**src/rtl/rcpl_pkg.sv**
```systemverilog
// Shared types and constants of the RC pulse lamp controller.
`default_nettype none

package rcpl_pkg;

   // Pulse width counters
   localparam int COUNT_WIDTH = 16;
   localparam logic [COUNT_WIDTH-1:0] COUNT_MAX = {COUNT_WIDTH{1'b1}};
   localparam int THRESH_W = 16;
   localparam int CMP_W = (COUNT_WIDTH > THRESH_W) ? COUNT_WIDTH : THRESH_W;

   // Channel order
   localparam int NUM_CH = 4;
   localparam int CH_CONTROL = 0;
   localparam int CH_ONOFF = 1;
   localparam int CH_BRIGHT = 2;
   localparam int CH_COLOR = 3;

   // Reset widths and thresholds
   localparam int CONTROL_INIT = 1500;
   localparam int MODE_INIT = 1000;
   localparam int THRESH_INIT = 1500;

   // Control width scaling window
   localparam int SCALE_LO = 1000;
   localparam int SCALE_HI = 2000;
   localparam int SPAN_W = 10;

   // Reciprocal of 25 for the scaled widths (exact below 2^15)
   localparam int RECIP_25 = 5243;
   localparam int RECIP_SHIFT = 17;

   // Configuration port
   localparam int CSR_INDEX_W = 4;
   localparam int CSR_DATA_W = 16;
   typedef enum logic [CSR_INDEX_W-1:0] {
      CSR_MODE_THRESHOLD = 4'd0,
      CSR_SWITCH_THRESHOLD = 4'd1
   } csr_index_type;

   // Stream payloads
   localparam int REQ_DATA_W = 8;
   localparam int RSP_DATA_W = 40;
   localparam int RSP_USER_W = 1;
   localparam int LEVEL_W = 8;
   localparam int RSP_LAMP_BIT = 0;
   localparam int RSP_DIMMER_LSB = 1;
   localparam int RSP_RED_LSB = 9;
   localparam int RSP_GREEN_LSB = 17;
   localparam int RSP_BLUE_LSB = 25;
   localparam int RSP_USED_W = 33;

   // Per-channel measurement result for one tick
   typedef struct packed {
      logic                   fall;
      logic [COUNT_WIDTH-1:0] width;
   } meas_type;

endpackage

`default_nettype wire

```
**src/rtl/rcpl_pulse_meas.sv**
```systemverilog
// Pulse width measurement of one receiver channel.
`default_nettype none

module rcpl_pulse_meas
   import rcpl_pkg::*;
(
   input  wire logic     clock,
   input  wire logic     reset,
   input  wire logic     advance,
   input  wire logic     level,
   output meas_type      meas
);

   logic                   prev_ff, prev_in;
   logic                   armed_ff, armed_in;
   logic [COUNT_WIDTH-1:0] count_ff, count_in;
   logic [COUNT_WIDTH-1:0] count_inc;
   logic                   rise, fall;

   // Count the armed pulse, then react to the edges of this tick
   always_comb begin
      count_inc = count_ff;
      if (armed_ff && (count_ff != COUNT_MAX)) begin
         count_inc = count_ff + COUNT_WIDTH'(1);
      end
      rise = level && !prev_ff;
      fall = !level && prev_ff && armed_ff;
      prev_in = level;
      armed_in = armed_ff;
      count_in = count_inc;
      if (rise) begin
         armed_in = 1'b1;
         count_in = '0;
      end else if (fall) begin
         armed_in = 1'b0;
         count_in = '0;
      end
      meas.fall = advance && fall;
      meas.width = count_inc;
   end

   // Hold the channel state between ticks
   always_ff @(posedge clock) begin
      if (reset) begin
         prev_ff <= 1'b1;
         armed_ff <= 1'b0;
         count_ff <= '0;
      end else if (advance) begin
         prev_ff <= prev_in;
         armed_ff <= armed_in;
         count_ff <= count_in;
      end
   end

endmodule

`default_nettype wire

```
**src/rtl/rc_pulse_led_mode_controller.sv**
```systemverilog
// Top level of the RC pulse lamp controller.
`default_nettype none

// Each req transaction is one timebase tick carrying the four receiver pin
// levels; each produces exactly one rsp transaction. A tick is accepted in
// every cycle the pipeline has room, and its result passes in order through
// channel update and threshold compare, width offset and constant scaling,
// reciprocal divide by 25, and hue to color conversion into the output
// register. req_tready follows rsp_tready through the stage valid chain, so
// the block keeps taking ticks while the output register is occupied as
// long as an earlier stage is empty. The lamp outputs hold their last value
// between completed control pulses; rsp_tuser marks the ticks that refreshed
// them. csr_ready is always high; write thresholds only while no tick is in
// flight.
module rc_pulse_led_mode_controller
   import rcpl_pkg::*;
(
   input  wire logic                   clock,
   input  wire logic                   reset,
   // req_tdata: control_level, onoff_mode_level, bright_mode_level,
   // color_mode_level, zero padding
   input  wire logic                   req_tvalid,
   output logic                        req_tready,
   input  wire logic [REQ_DATA_W-1:0]  req_tdata,
   // rsp_tdata: lamp_on, dimmer_level, red_level, green_level, blue_level,
   // zero padding
   output logic                        rsp_tvalid,
   input  wire logic                   rsp_tready,
   output logic [RSP_DATA_W-1:0]       rsp_tdata,
   // rsp_tuser: updated
   output logic [RSP_USER_W-1:0]       rsp_tuser,
   input  wire logic                   csr_valid,
   output logic                        csr_ready,
   input  wire logic [CSR_INDEX_W-1:0] csr_index,
   input  wire logic [CSR_DATA_W-1:0]  csr_data
);

   // Configuration registers
   logic [THRESH_W-1:0] mode_thresh_ff;
   logic [THRESH_W-1:0] switch_thresh_ff;

   // Pipeline control
   logic en1, en2, en3, en_out;
   logic req_fire;

   // Channel state
   meas_type               meas [NUM_CH];
   logic [COUNT_WIDTH-1:0] latched_ff [NUM_CH];
   logic [COUNT_WIDTH-1:0] latched_in [NUM_CH];

   // Stage 1
   logic                   v1_ff, done1_ff, done1_in, lamp1_ff, lamp1_in;
   logic [2:0]             en1_ff, en1_in;
   logic [COUNT_WIDTH-1:0] w1_ff, w1_in;

   // Stage 2
   logic              v2_ff, done2_ff, lamp2_ff;
   logic [2:0]        en2_ff;
   logic [SPAN_W-1:0] span;
   logic [15:0]       bprod2_ff, bprod2_in;
   logic [13:0]       hprod2_ff, hprod2_in;

   // Stage 3
   logic         v3_ff, done3_ff, lamp3_ff;
   logic [2:0]   en3_ff;
   logic [26:0]  bquot, hquot;
   logic [7:0]   bright3_ff;
   logic [8:0]   hue3_ff;

   // Output stage
   logic [2:0]   sext;
   logic [8:0]   base;
   logic [5:0]   rem, tval;
   logic [9:0]   ramp10;
   logic [7:0]   ramp, red, green, blue;
   logic         rsp_valid_ff;
   logic [RSP_USED_W-1:0] rsp_data_ff, rsp_data_in;
   logic         rsp_user_ff;

   // Take threshold writes at any time
   assign csr_ready = 1'b1;

   always_ff @(posedge clock) begin
      if (reset) begin
         mode_thresh_ff <= THRESH_W'(THRESH_INIT);
         switch_thresh_ff <= THRESH_W'(THRESH_INIT);
      end else if (csr_valid) begin
         unique case (csr_index)
            CSR_MODE_THRESHOLD:   mode_thresh_ff <= csr_data;
            CSR_SWITCH_THRESHOLD: switch_thresh_ff <= csr_data;
            default: ;
         endcase
      end
   end

   // Advance each stage when it is empty or its successor moves
   assign en_out = !rsp_valid_ff || rsp_tready;
   assign en3 = !v3_ff || en_out;
   assign en2 = !v2_ff || en3;
   assign en1 = !v1_ff || en2;
   assign req_tready = en1;
   assign req_fire = req_tvalid && en1;

   // Measure the four channels
   for (genvar c = 0; c < NUM_CH; c++) begin : g_ch
      rcpl_pulse_meas u_meas (
         .clock   (clock),
         .reset   (reset),
         .advance (req_fire),
         .level   (req_tdata[c]),
         .meas    (meas[c])
      );
      assign latched_in[c] = meas[c].fall ? meas[c].width : latched_ff[c];
   end

   always_ff @(posedge clock) begin
      if (reset) begin
         for (int c = 0; c < NUM_CH; c++) begin
            latched_ff[c] <= (c == CH_CONTROL) ? COUNT_WIDTH'(CONTROL_INIT)
                                               : COUNT_WIDTH'(MODE_INIT);
         end
      end else if (req_fire) begin
         latched_ff <= latched_in;
      end
   end

   // Compare mode widths and the switch threshold
   always_comb begin
      done1_in = meas[CH_CONTROL].fall;
      w1_in = latched_in[CH_CONTROL];
      lamp1_in = CMP_W'(w1_in) > CMP_W'(switch_thresh_ff);
      en1_in[0] = CMP_W'(latched_in[CH_ONOFF]) > CMP_W'(mode_thresh_ff);
      en1_in[1] = CMP_W'(latched_in[CH_BRIGHT]) > CMP_W'(mode_thresh_ff);
      en1_in[2] = CMP_W'(latched_in[CH_COLOR]) > CMP_W'(mode_thresh_ff);
   end

   always_ff @(posedge clock) begin
      if (reset) begin
         v1_ff <= 1'b0;
      end else if (en1) begin
         v1_ff <= req_tvalid;
      end
   end

   always_ff @(posedge clock) begin
      if (en1) begin
         done1_ff <= done1_in;
         w1_ff <= w1_in;
         lamp1_ff <= lamp1_in;
         en1_ff <= en1_in;
      end
   end

   // Clamp the width offset to the window and scale by 51 and 9
   always_comb begin
      if (w1_ff <= COUNT_WIDTH'(SCALE_LO)) begin
         span = '0;
      end else if (w1_ff >= COUNT_WIDTH'(SCALE_HI)) begin
         span = SPAN_W'(SCALE_HI - SCALE_LO);
      end else begin
         span = SPAN_W'(w1_ff - COUNT_WIDTH'(SCALE_LO));
      end
      bprod2_in = (16'(span) << 5) + (16'(span) << 4) + (16'(span) << 1) + 16'(span);
      hprod2_in = (14'(span) << 3) + 14'(span);
   end

   always_ff @(posedge clock) begin
      if (reset) begin
         v2_ff <= 1'b0;
      end else if (en2) begin
         v2_ff <= v1_ff;
      end
   end

   always_ff @(posedge clock) begin
      if (en2) begin
         done2_ff <= done1_ff;
         lamp2_ff <= lamp1_ff;
         en2_ff <= en1_ff;
         bprod2_ff <= bprod2_in;
         hprod2_ff <= hprod2_in;
      end
   end

   // Divide by 200 and by 25 through the reciprocal of 25
   assign bquot = 27'(bprod2_ff[15:3]) * 27'(RECIP_25);
   assign hquot = 27'(hprod2_ff) * 27'(RECIP_25);

   always_ff @(posedge clock) begin
      if (reset) begin
         v3_ff <= 1'b0;
      end else if (en3) begin
         v3_ff <= v2_ff;
      end
   end

   always_ff @(posedge clock) begin
      if (en3) begin
         done3_ff <= done2_ff;
         lamp3_ff <= lamp2_ff;
         en3_ff <= en2_ff;
         bright3_ff <= bquot[RECIP_SHIFT+7:RECIP_SHIFT];
         hue3_ff <= hquot[RECIP_SHIFT+8:RECIP_SHIFT];
      end
   end

   // Split the hue into sextant and ramp
   always_comb begin
      if (hue3_ff >= 9'd300) begin
         sext = 3'd5;
         base = 9'd300;
      end else if (hue3_ff >= 9'd240) begin
         sext = 3'd4;
         base = 9'd240;
      end else if (hue3_ff >= 9'd180) begin
         sext = 3'd3;
         base = 9'd180;
      end else if (hue3_ff >= 9'd120) begin
         sext = 3'd2;
         base = 9'd120;
      end else if (hue3_ff >= 9'd60) begin
         sext = 3'd1;
         base = 9'd60;
      end else begin
         sext = 3'd0;
         base = 9'd0;
      end
      rem = 6'(hue3_ff - base);
      tval = sext[0] ? 6'(6'd60 - rem) : rem;
      // 255/60 is 17/4
      ramp10 = (10'(tval) << 4) + 10'(tval);
      ramp = ramp10[9:2];
      red = '0;
      green = '0;
      blue = '0;
      case (sext)
         3'd0: begin
            red = 8'hFF;
            green = ramp;
         end
         3'd1: begin
            red = ramp;
            green = 8'hFF;
         end
         3'd2: begin
            green = 8'hFF;
            blue = ramp;
         end
         3'd3: begin
            green = ramp;
            blue = 8'hFF;
         end
         3'd4: begin
            red = ramp;
            blue = 8'hFF;
         end
         default: begin
            red = 8'hFF;
            blue = ramp;
         end
      endcase
   end

   // Refresh the held outputs on a completed control pulse
   always_comb begin
      rsp_data_in = rsp_data_ff;
      if (done3_ff) begin
         rsp_data_in[RSP_LAMP_BIT] = en3_ff[0] && lamp3_ff;
         rsp_data_in[RSP_DIMMER_LSB +: LEVEL_W] = en3_ff[1] ? bright3_ff : '0;
         rsp_data_in[RSP_RED_LSB +: LEVEL_W] = en3_ff[2] ? red : '0;
         rsp_data_in[RSP_GREEN_LSB +: LEVEL_W] = en3_ff[2] ? green : '0;
         rsp_data_in[RSP_BLUE_LSB +: LEVEL_W] = en3_ff[2] ? blue : '0;
      end
   end

   always_ff @(posedge clock) begin
      if (reset) begin
         rsp_valid_ff <= 1'b0;
         rsp_data_ff <= '0;
         rsp_user_ff <= 1'b0;
      end else if (en_out) begin
         rsp_valid_ff <= v3_ff;
         if (v3_ff) begin
            rsp_data_ff <= rsp_data_in;
            rsp_user_ff <= done3_ff;
         end
      end
   end

   assign rsp_tvalid = rsp_valid_ff;
   assign rsp_tdata = RSP_DATA_W'(rsp_data_ff);
   assign rsp_tuser = rsp_user_ff;

endmodule

`default_nettype wire

```
**config.mk**
```make
export PLATFORM = sky130hd
export DESIGN_NAME = rc_pulse_led_mode_controller
export DESIGN_NICKNAME = d
export VERILOG_FILES = /design/src/rtl/rcpl_pkg.sv /design/src/rtl/rcpl_pulse_meas.sv /design/src/rtl/rc_pulse_led_mode_controller.sv
export SDC_FILE = /design/constraint.sdc
export NUM_CORES = 1
export LEC_CHECK = 0
export BUFFER_PORTS_ARGS = -buffer_cell sky130_fd_sc_hd__buf_2
export CAP_MARGIN = 20
export CORE_MARGIN = 4
export CORE_UTILIZATION = 56
export CTS_BUF_LIST = sky130_fd_sc_hd__clkbuf_4 sky130_fd_sc_hd__clkbuf_8 sky130_fd_sc_hd__clkbuf_16
export CTS_CLUSTER_SIZE = 30
export DETAILED_ROUTE_END_ITERATION = 12
export PLACE_DENSITY = 0.76
export SYNTH_ARGS = -nofsm -noshare
export SYNTH_HDL_FRONTEND = slang
export SYNTH_SLANG_ARGS = --single-unit
```
**constraint.sdc**
```tcl
create_clock -name clock -period 5.25 [get_ports clock]
set_clock_uncertainty 0.2 [all_clocks]
set_input_delay 0.2625 -clock clock [delete_from_list [all_inputs] [get_ports clock]]
set_output_delay 0.2625 -clock clock [all_outputs]
set_load 0.005 [all_outputs]
```
**After elaboration in Yosys (flattened, before gate mapping)**

Cells that the tools add are included.

- Bits of input ports: 33
- Logic and storage cells: 174
- Register bits after elaboration: 284

- Order comparisons: 11
- Mux-type cells: 44
- Add/sub/neg operators: 12
- $mul: 2
- Equality and inequality tests: 9
- Reduce and logical (&&, ||, !) cells: 58

Operator list:

| operator | count |
|---|---|
| 16-bit 2-to-1 mux | 16 |
| 16-bit by 1-bit adder with 16-bit output (second input constant) | 4 |
| 16-bit > comparator | 4 |
| 16-bit != test (second input constant) | 4 |
| 8-bit case mux with 2 select lines | 3 |
| 6-bit 2-to-1 mux | 6 |
| 8-bit 2-to-1 mux | 4 |
| 14-bit by 13-bit multiplier with 26-bit output (second input constant) | 1 |
| 13-bit by 13-bit multiplier with 25-bit output (second input constant) | 1 |
| 1-bit logical AND | 22 |
| 10-bit 2-to-1 mux | 2 |
| 9-bit by 8-bit greater-or-equal comparator with 1-bit output (second input constant) | 2 |
| 15-bit by 14-bit adder with 16-bit output | 1 |
| 16-bit by 10-bit adder with 16-bit output | 1 |
| 16-bit by 11-bit adder with 16-bit output | 1 |
| 16-bit by 11-bit greater-or-equal comparator with 1-bit output (second input constant) | 1 |
| 16-bit by 10-bit less-or-equal comparator with 1-bit output (second input constant) | 1 |
| 13-bit by 10-bit adder with 14-bit output | 1 |
| 2-bit AND reduction | 7 |
| 1-bit zero test | 12 |
| 2-bit OR reduction | 6 |
| 10-bit by 6-bit adder with 10-bit output | 1 |
| 10-bit subtractor (second input constant) | 1 |
| 9-bit by 6-bit greater-or-equal comparator with 1-bit output (second input constant) | 1 |
| other kinds (16) | 33 |

**Logic depth before layout (Yosys ltp)**

Gate-level depths: netlist (run 1).

- Word-level depth: 12
- Mapped depth: 19
- Depth with buffers taken out: 19

**Modules after synthesis**

Synthesis (run 1) repeated with hierarchy kept, for this count alone.

- Cells, all modules: 2375
- Area, all modules: 22411.5 µm²

Modules (own cells, without submodules):

| module | times used | area an instance (µm²) | sequential area each (µm²) | cells an instance |
|---|---|---|---|---|
| rc_pulse_led_mode_controller | 1 | 17767.0 | 4934.7 | 1779 |
| rcpl_pulse_meas | 4 | 1161.1 | 360.3 | 149 |

**Worst setup path before layout (run 1)**

Ideal clock, no wire load.

- Path type: register to register
- Start: register hprod2_ff[8]
- End: register hue3_ff[8] (data pin)
- Stages on the path, launching flop included: 17
- Data required time: 4.789 ns
- Buffers on the path: 0
- Library setup time: 0.261 ns
- Path slack: 0.335 ns
- Arrival time: 4.454 ns
- Period minus slack after synthesis: 4.915 ns
- Cells stage by stage: edfxtp_1 ha_1 inv_1 fa_1 inv_1 fa_1 inv_1 fa_1 fa_1 inv_1 ha_1 a21oi_1 a21oi_1 o31a_1 o211ai_1 nand2_1 a311o_1

- Longest elaborated chain between the ends: 1

RTL lines:

| element | line | RTL |
|---|---|---|
| start: declaration | rc_pulse_led_mode_controller.sv:61 | `logic [13:0] hprod2_ff, hprod2_in;` |
| start signal: assignment | rc_pulse_led_mode_controller.sv:181 | `hprod2_ff <= hprod2_in;` |
| 14-bit by 13-bit multiplier with 26-bit output | rc_pulse_led_mode_controller.sv:187 | `assign hquot = 27'(hprod2_ff) * 27'(RECIP_25);` |
| net hquot[25] | rc_pulse_led_mode_controller.sv:66 | `logic [26:0] bquot, hquot;` |
| end signal: assignment | rc_pulse_led_mode_controller.sv:203 | `hue3_ff <= hquot[RECIP_SHIFT+8:RECIP_SHIFT];` |
| end: declaration | rc_pulse_led_mode_controller.sv:68 | `logic [8:0] hue3_ff;` |

The timed path passes the listed nets, and every way through them passes these cells.
A chain may end at the register's enable or synchronous reset.

**Worst setup path after layout (run 1)**

- Start: register hprod2_ff[10]
- End: register hue3_ff[8] (data pin)

The elaborated chain is that of the path after synthesis.

==> results of run 1 <==
==> worst max-delay path, stage by stage (launching register included) <==
cell	delay (ps)
edfxtp_1	510
buf_4	200
fa_1	510
ha_1	360
fa_1	490
fa_1	540
fa_1	520
ha_1	330
nand4_1	170
nor4_2	230
o31a_1	260
o211ai_1	150
and3_1	210
a311o_1	330
==> sequential cells by signal, summed over array words and instances, names as in the netlist, 3 cells and up <==
name and cells:
latched_ff 64, bright3_ff 8, rsp_data_ff 33, hprod2_ff 13, hue3_ff 9, en2_ff 3
mode_thresh_ff 16, g_ch.u_meas.armed_ff 4, w1_ff 16, en3_ff 3, en1_ff 3, g_ch.u_meas.prev_ff 4
bprod2_ff 14, switch_thresh_ff 16, g_ch.u_meas.count_ff 64
==> path summary, 6_finish.rpt <==
kind | from | endpoint | slack [ps] | cells past startpoint
worst max-delay path | hprod2_ff[10] | hue3_ff[8] | -10 | 13
worst min-delay path | csr_index[1] | mode_thresh_ff[9] | 60 | 5
worst max register to register | hprod2_ff[10] | hue3_ff[8] | -10 | 13
worst min register to register | en1_ff[2] | en2_ff[2] | 200 | 0
==> layout make-up <==
class / count / area share
clock buffers: 42 / 0.0365
clock inverters: 14 / 0.00734
inverters: 312 / 0.0477
multi-input cells: 1704 / 0.574
flip-flops and latches: 281 / 0.260
well taps: 511 / 0.0261
repair buffers: 162 / 0.0481
==> cell families after synthesis <==
| group | synth area share |
|---|---|
| other | 0.000346 |
| and+or+nand+nor | 0.149 |
| buffers and inverters | 0.0705 |
| xor gates and xnor gates | 0.0440 |
| muxes | 0.00485 |
| AOI/OAI and AO/OA | 0.144 |
| DFF | 0.294 |
| adders and majority gates | 0.293 |
==> repair_timing <==
| item | 4_1_cts | 5_1_grt |
|---|---|---|
| pin swaps | 0 | 55 |
| hold endpoints to repair | 65 | 0 |
| gates resized for setup | 0 | 63 |
| endpoints found under the setup margin | 2 | 21 |
| hold buffers | 23 | 0 |
| buffers inserted | 4 | 34 |
==> through the flow <==
stage | TNS, ps | hold slack (ps) | std cells | instance area, µm²
after floorplan | 0 | 161 | 2380 | 21700
after global placement | 0 | 202 | 2908 | 22600
after detailed placement | -21.2 | 205 | 2908 | 22600
after CTS | 0 | 8.09 | 2991 | 23900
after global routing | -521 | 60.8 | 3026 | 24500
final | -10.0 | 56.3 | 3026 | 24500
==> per-layer routing <==
layer | wire (µm) | part of all wire | global-route usage
met5 | 0 | 0 | 0
met4 | 1290 | 0.025 | 0.0625
met3 | 1840 | 0.036 | 0.0203
met2 | 26300 | 0.52 | 0.428
met1 | 21600 | 0.42 | 0.302
==> layout by cell type, fill, tap and decap left out, drive strengths merged, types with 10 or more instances in the layout <==
cell type	instances
a21oi	199
fa	134
dfxtp	206
nand2b	33
o211ai	25
buf	139
nor2	195
nor3	47
nand2	160
or3	20
o21ai	97
and3	23
ha	293
xor2	37
nor2b	16
a22oi	25
dlygate4sd3	23
a31oi	10
inv	313
a21o	32
nand4	31
a211oi	14
or2	11
clkbuf	42
o21a	30
and2	39
edfxtp	75
nand3	45
xnor2	71
==> qor.yml, run 1 <==
logic_synthesis:
  synthArstFlopShare: 0
  synth_area_leaders: "dfxtp_1 (19%), ha_1 (17%), fa_1 (12%), edfxtp_1 (10%), inv_1 (5.4%)"
  synth_seq_area_share: 0.294
  synth_common_cells: "inv_1 (310), ha_1 (293), dfxtp_1 (206)"
  yosysUniqueCellTypes: 90
  yosysTopAreaCell: "dfxtp_1"
  ys_warn_count: 0
  yosys.area.top_type_share: 0.190
  ys_seq_elements: 281
  synth_ff_type: "dfxtp_1"
  synth-edff-count: 75
  syn_area_per_cell_um2: 9.13
  syn_inst: 2374
  synth.most_common_cell: "inv_1"
  netlist_area_mm2: 0.0217
route:
  routed_wirelength_mm: 51.0
  ant_nets: 0
  drtIter0Drc: 1093
  vias: 17185
  viasPerCell: 5.68
  drcViolationCount: 0
  dr.pass1.iters: 5
  routedWlPerCell_um: 16.8
finish:
  seq_area_mm2: 0.00638
  postLayoutCoreUtil: 0.647
  syn2layout_area_growth_pct: 13.2
  fillers: 2970
  antenna_cells: 0
  drive_gt1_frac: 0.108
  multiInputGateArea_mm2: 0.0141
  final_nets: 2951
grt:
  grt_pass1_vias: 17233
  track_usage: 0.235
  antenna_found_initial: 0
  grt_max_degree: 71
  grt_first_pass_wirelength_mm: 82.8
  overflow: 0
setup_path:
  critPathCaptureType: "register"
  required_ps: 5340
  arrival_ps: 5350
  path_class: "register to register"
  critPathMaxFanout: 4
  cp-start-kind: "register"
clock_network:
  cts_root_buffer: "clkbuf_16"
  clk_latency_ps: 560
  h-tree-depth: 1
  clock_path_buffers: 3
  cts.reportedPaths.clkPinSlew_ps: 60
  clkSinkCount: 281
  cts_tree: "yes"
  numCtsBuffers: 30
sta:
  drv_slew: 0
  min_period_ps: 5260
  relSlewSlack: 0.330
  period_share: 1.00
  fmax_mhz: 190
  rsz0062_at_grt: "yes"
  hold_viol: 0
  tightest_slew_ps: 999
  setup_ws_ps: -10.0
  finalSetupViolCount: 1
placed_design:
  portBuffers: 64
  preCtsSetupSlack_ps: -21.2
  dp_hpwl_mm: 37.3
  gp_congestion: 0.849
die:
  die_y_um: 205
  initial_utilization: 0.572
  io_pins: 77
  die_x_um: 205
  rows: 71
  dieArea_mm2: 0.0419
  coreArea_mm2: 0.0379
job:
  cap_violations: 0
hold_path:
  hold_class: "input port to register"
outcome:
  failed_checks: "setup timing"
  status: "finished, violations left"
Power of run 1 is not shown: default switching activity piles up to over one toggle a cycle in this logic, so the estimate is an artifact.
==> run 2, diff against run 1 <==
--- a/config.mk
+++ b/config.mk
@@ -13,6 +13,7 @@
 export CTS_CLUSTER_SIZE = 30
 export DETAILED_ROUTE_END_ITERATION = 12
 export PLACE_DENSITY = 0.76
+export REMOVE_ABC_BUFFERS = 1
 export SYNTH_ARGS = -nofsm -noshare
 export SYNTH_HDL_FRONTEND = slang
 export SYNTH_SLANG_ARGS = --single-unit
==> qor.yml, run 2 (synthesis results as in run 1) <==
route:
  dr.pass1.iters: 5
  routed_wirelength_mm: 49.3
  vias: 17042
  routedWlPerCell_um: 16.3
  drtIter0Drc: 905
  drcViolationCount: 0
  ant_nets: 0
  viasPerCell: 5.63
setup_path:
  r2r_cells: 18
  critPathCaptureType: "register"
  path_class: "register to register"
  cp-start-kind: "register"
  reg2reg_to: "bright3_ff[6]"
  required_ps: 5400
  critPathMaxFanout: 4
  arrival_ps: 5290
  reg2reg_from: "bprod2_ff[11]"
  regToRegSetupSlack_ps: 110
hold_path:
  min_to: "mode_thresh_ff[1]"
  hp-start: "csr_index[1]"
  hold_class: "input port to register"
  hold_depth: 5
sta:
  period_share: 0.979
  relSlewSlack: 0.307
  hold_viol: 0
  setup_tns_ps: 0
  drv_slew: 0
  min_period_ps: 5140
  finalSetupViolCount: 0
  tightest_slew_ps: 1030
  rsz0062_at_grt: "yes"
  fmax_mhz: 195
clock_network:
  clkSinkCount: 281
  numCtsBuffers: 34
  clock_path_buffers: 3
  cts_tree: "yes"
  cts_root_buffer: "clkbuf_16"
  cts.reportedPaths.clkPinSlew_ps: 60
  h-tree-depth: 2
  clk_latency_ps: 540
finish:
  antenna_cells: 0
  final_nets: 2952
  final_common_cell: "inv_1"
  drive_gt1_frac: 0.105
  final_cell_mix: "inv_1 (307), ha_1 (283), dfxtp_1 (206), a21oi_1 (195), nor2_1 (192)"
  reg_top3: "g_ch.u_meas.count_ff (64), latched_ff (64), rsp_data_ff (33)"
  fillers: 2981
  syn2layout_area_growth_pct: 12.8
placed_design:
  portBuffers: 64
  dp_hpwl_mm: 36.4
  gp_congestion: 0.867
die:
  coreArea_mm2: 0.0379
  initial_utilization: 0.572
  rows: 71
  die_x_um: 205
  io_pins: 77
  die_y_um: 205
  dieArea_mm2: 0.0419
outcome:
  status: "complete, no violations"
grt:
  overflow: 0
  grt_pass1_vias: 17036
  antenna_found_initial: 0
  track_usage: 0.231
  grt_first_pass_wirelength_mm: 80.7
  grt_max_degree: 71
job:
  cap_violations: 0
[run 2: repair_timing]
item | CTS | global route
buffers inserted | 5 | 27
pin swaps | 0 | 36
setup endpoints to repair | 3 | 16
hold buffers | 24 | 0
hold endpoints to repair | 69 | 0
gates resized for setup | 3 | 33
[run 2: per-layer routing]
layer  vias up  global-route usage  wire length (µm)
met2       431               0.418             24900
met1      8172               0.284             20600
met3       112              0.0332              2330
met5         -                   0                 0
li1       8327                   -                 -
met4         0              0.0751              1480
[run 2: area by class of cell]
class / count / area (µm²) / area share
clock buffers: 48 / 1020 / 0.0418
multi-input cells: 1704 / 14000 / 0.573
clock inverters: 12 / 109 / 0.00445
flip-flops and latches: 281 / 6380 / 0.261
well taps: 511 / 639 / 0.0261
inverters: 312 / 1170 / 0.0479
repair buffers: 159 / 1130 / 0.0462
[run 2: critical path, stage by stage, from the launching register on]
cell,delay [ps]
edfxtp_1,450
buf_6,170
ha_4,270
inv_1,40
fa_1,500
inv_1,60
fa_1,500
inv_1,50
fa_1,480
fa_1,530
inv_1,60
ha_1,290
nand2_1,50
nor3_1,160
o211ai_1,170
a311oi_2,400
a31oi_2,190
nor2b_4,180
o311ai_2,210
[run 2: how the worst max path moves through the flow]
stage | endpoint | from | slack, ps | cells past startpoint
6_report | bright3_ff[6] | bprod2_ff[11] | 110 | 18
5_1_grt | hue3_ff[8] | hprod2_ff[10] | -150 | 16
4_1_cts | bright3_ff[6] | bprod2_ff[6] | 1 | 17
3_5_place_dp | bright3_ff[6] | bprod2_ff[11] | -50 | 17
3_3_place_gp | bright3_ff[6] | bprod2_ff[11] | -30 | 17
2_1_floorplan | lamp1_ff | rsp_tvalid | 20 | 13
[run 2: stage by stage]
step / util / cell area [µm²] / setup WS (ps) / hold WS, ps / std cells
floorplan: - / 21300 / 17.2 / 132 / 2297
finish: 0.645 / 24500 / 110 / 50.2 / 3027
global route: 0.645 / 24500 / -146 / 56.9 / 3027
detailed placement: 0.596 / 22600 / -54.2 / 209 / 2910
CTS: 0.633 / 24000 / 1.33 / 27.0 / 2999
global placement: 0.596 / 22600 / -31.0 / 202 / 2910
Power of run 2 is left out for the same reason.
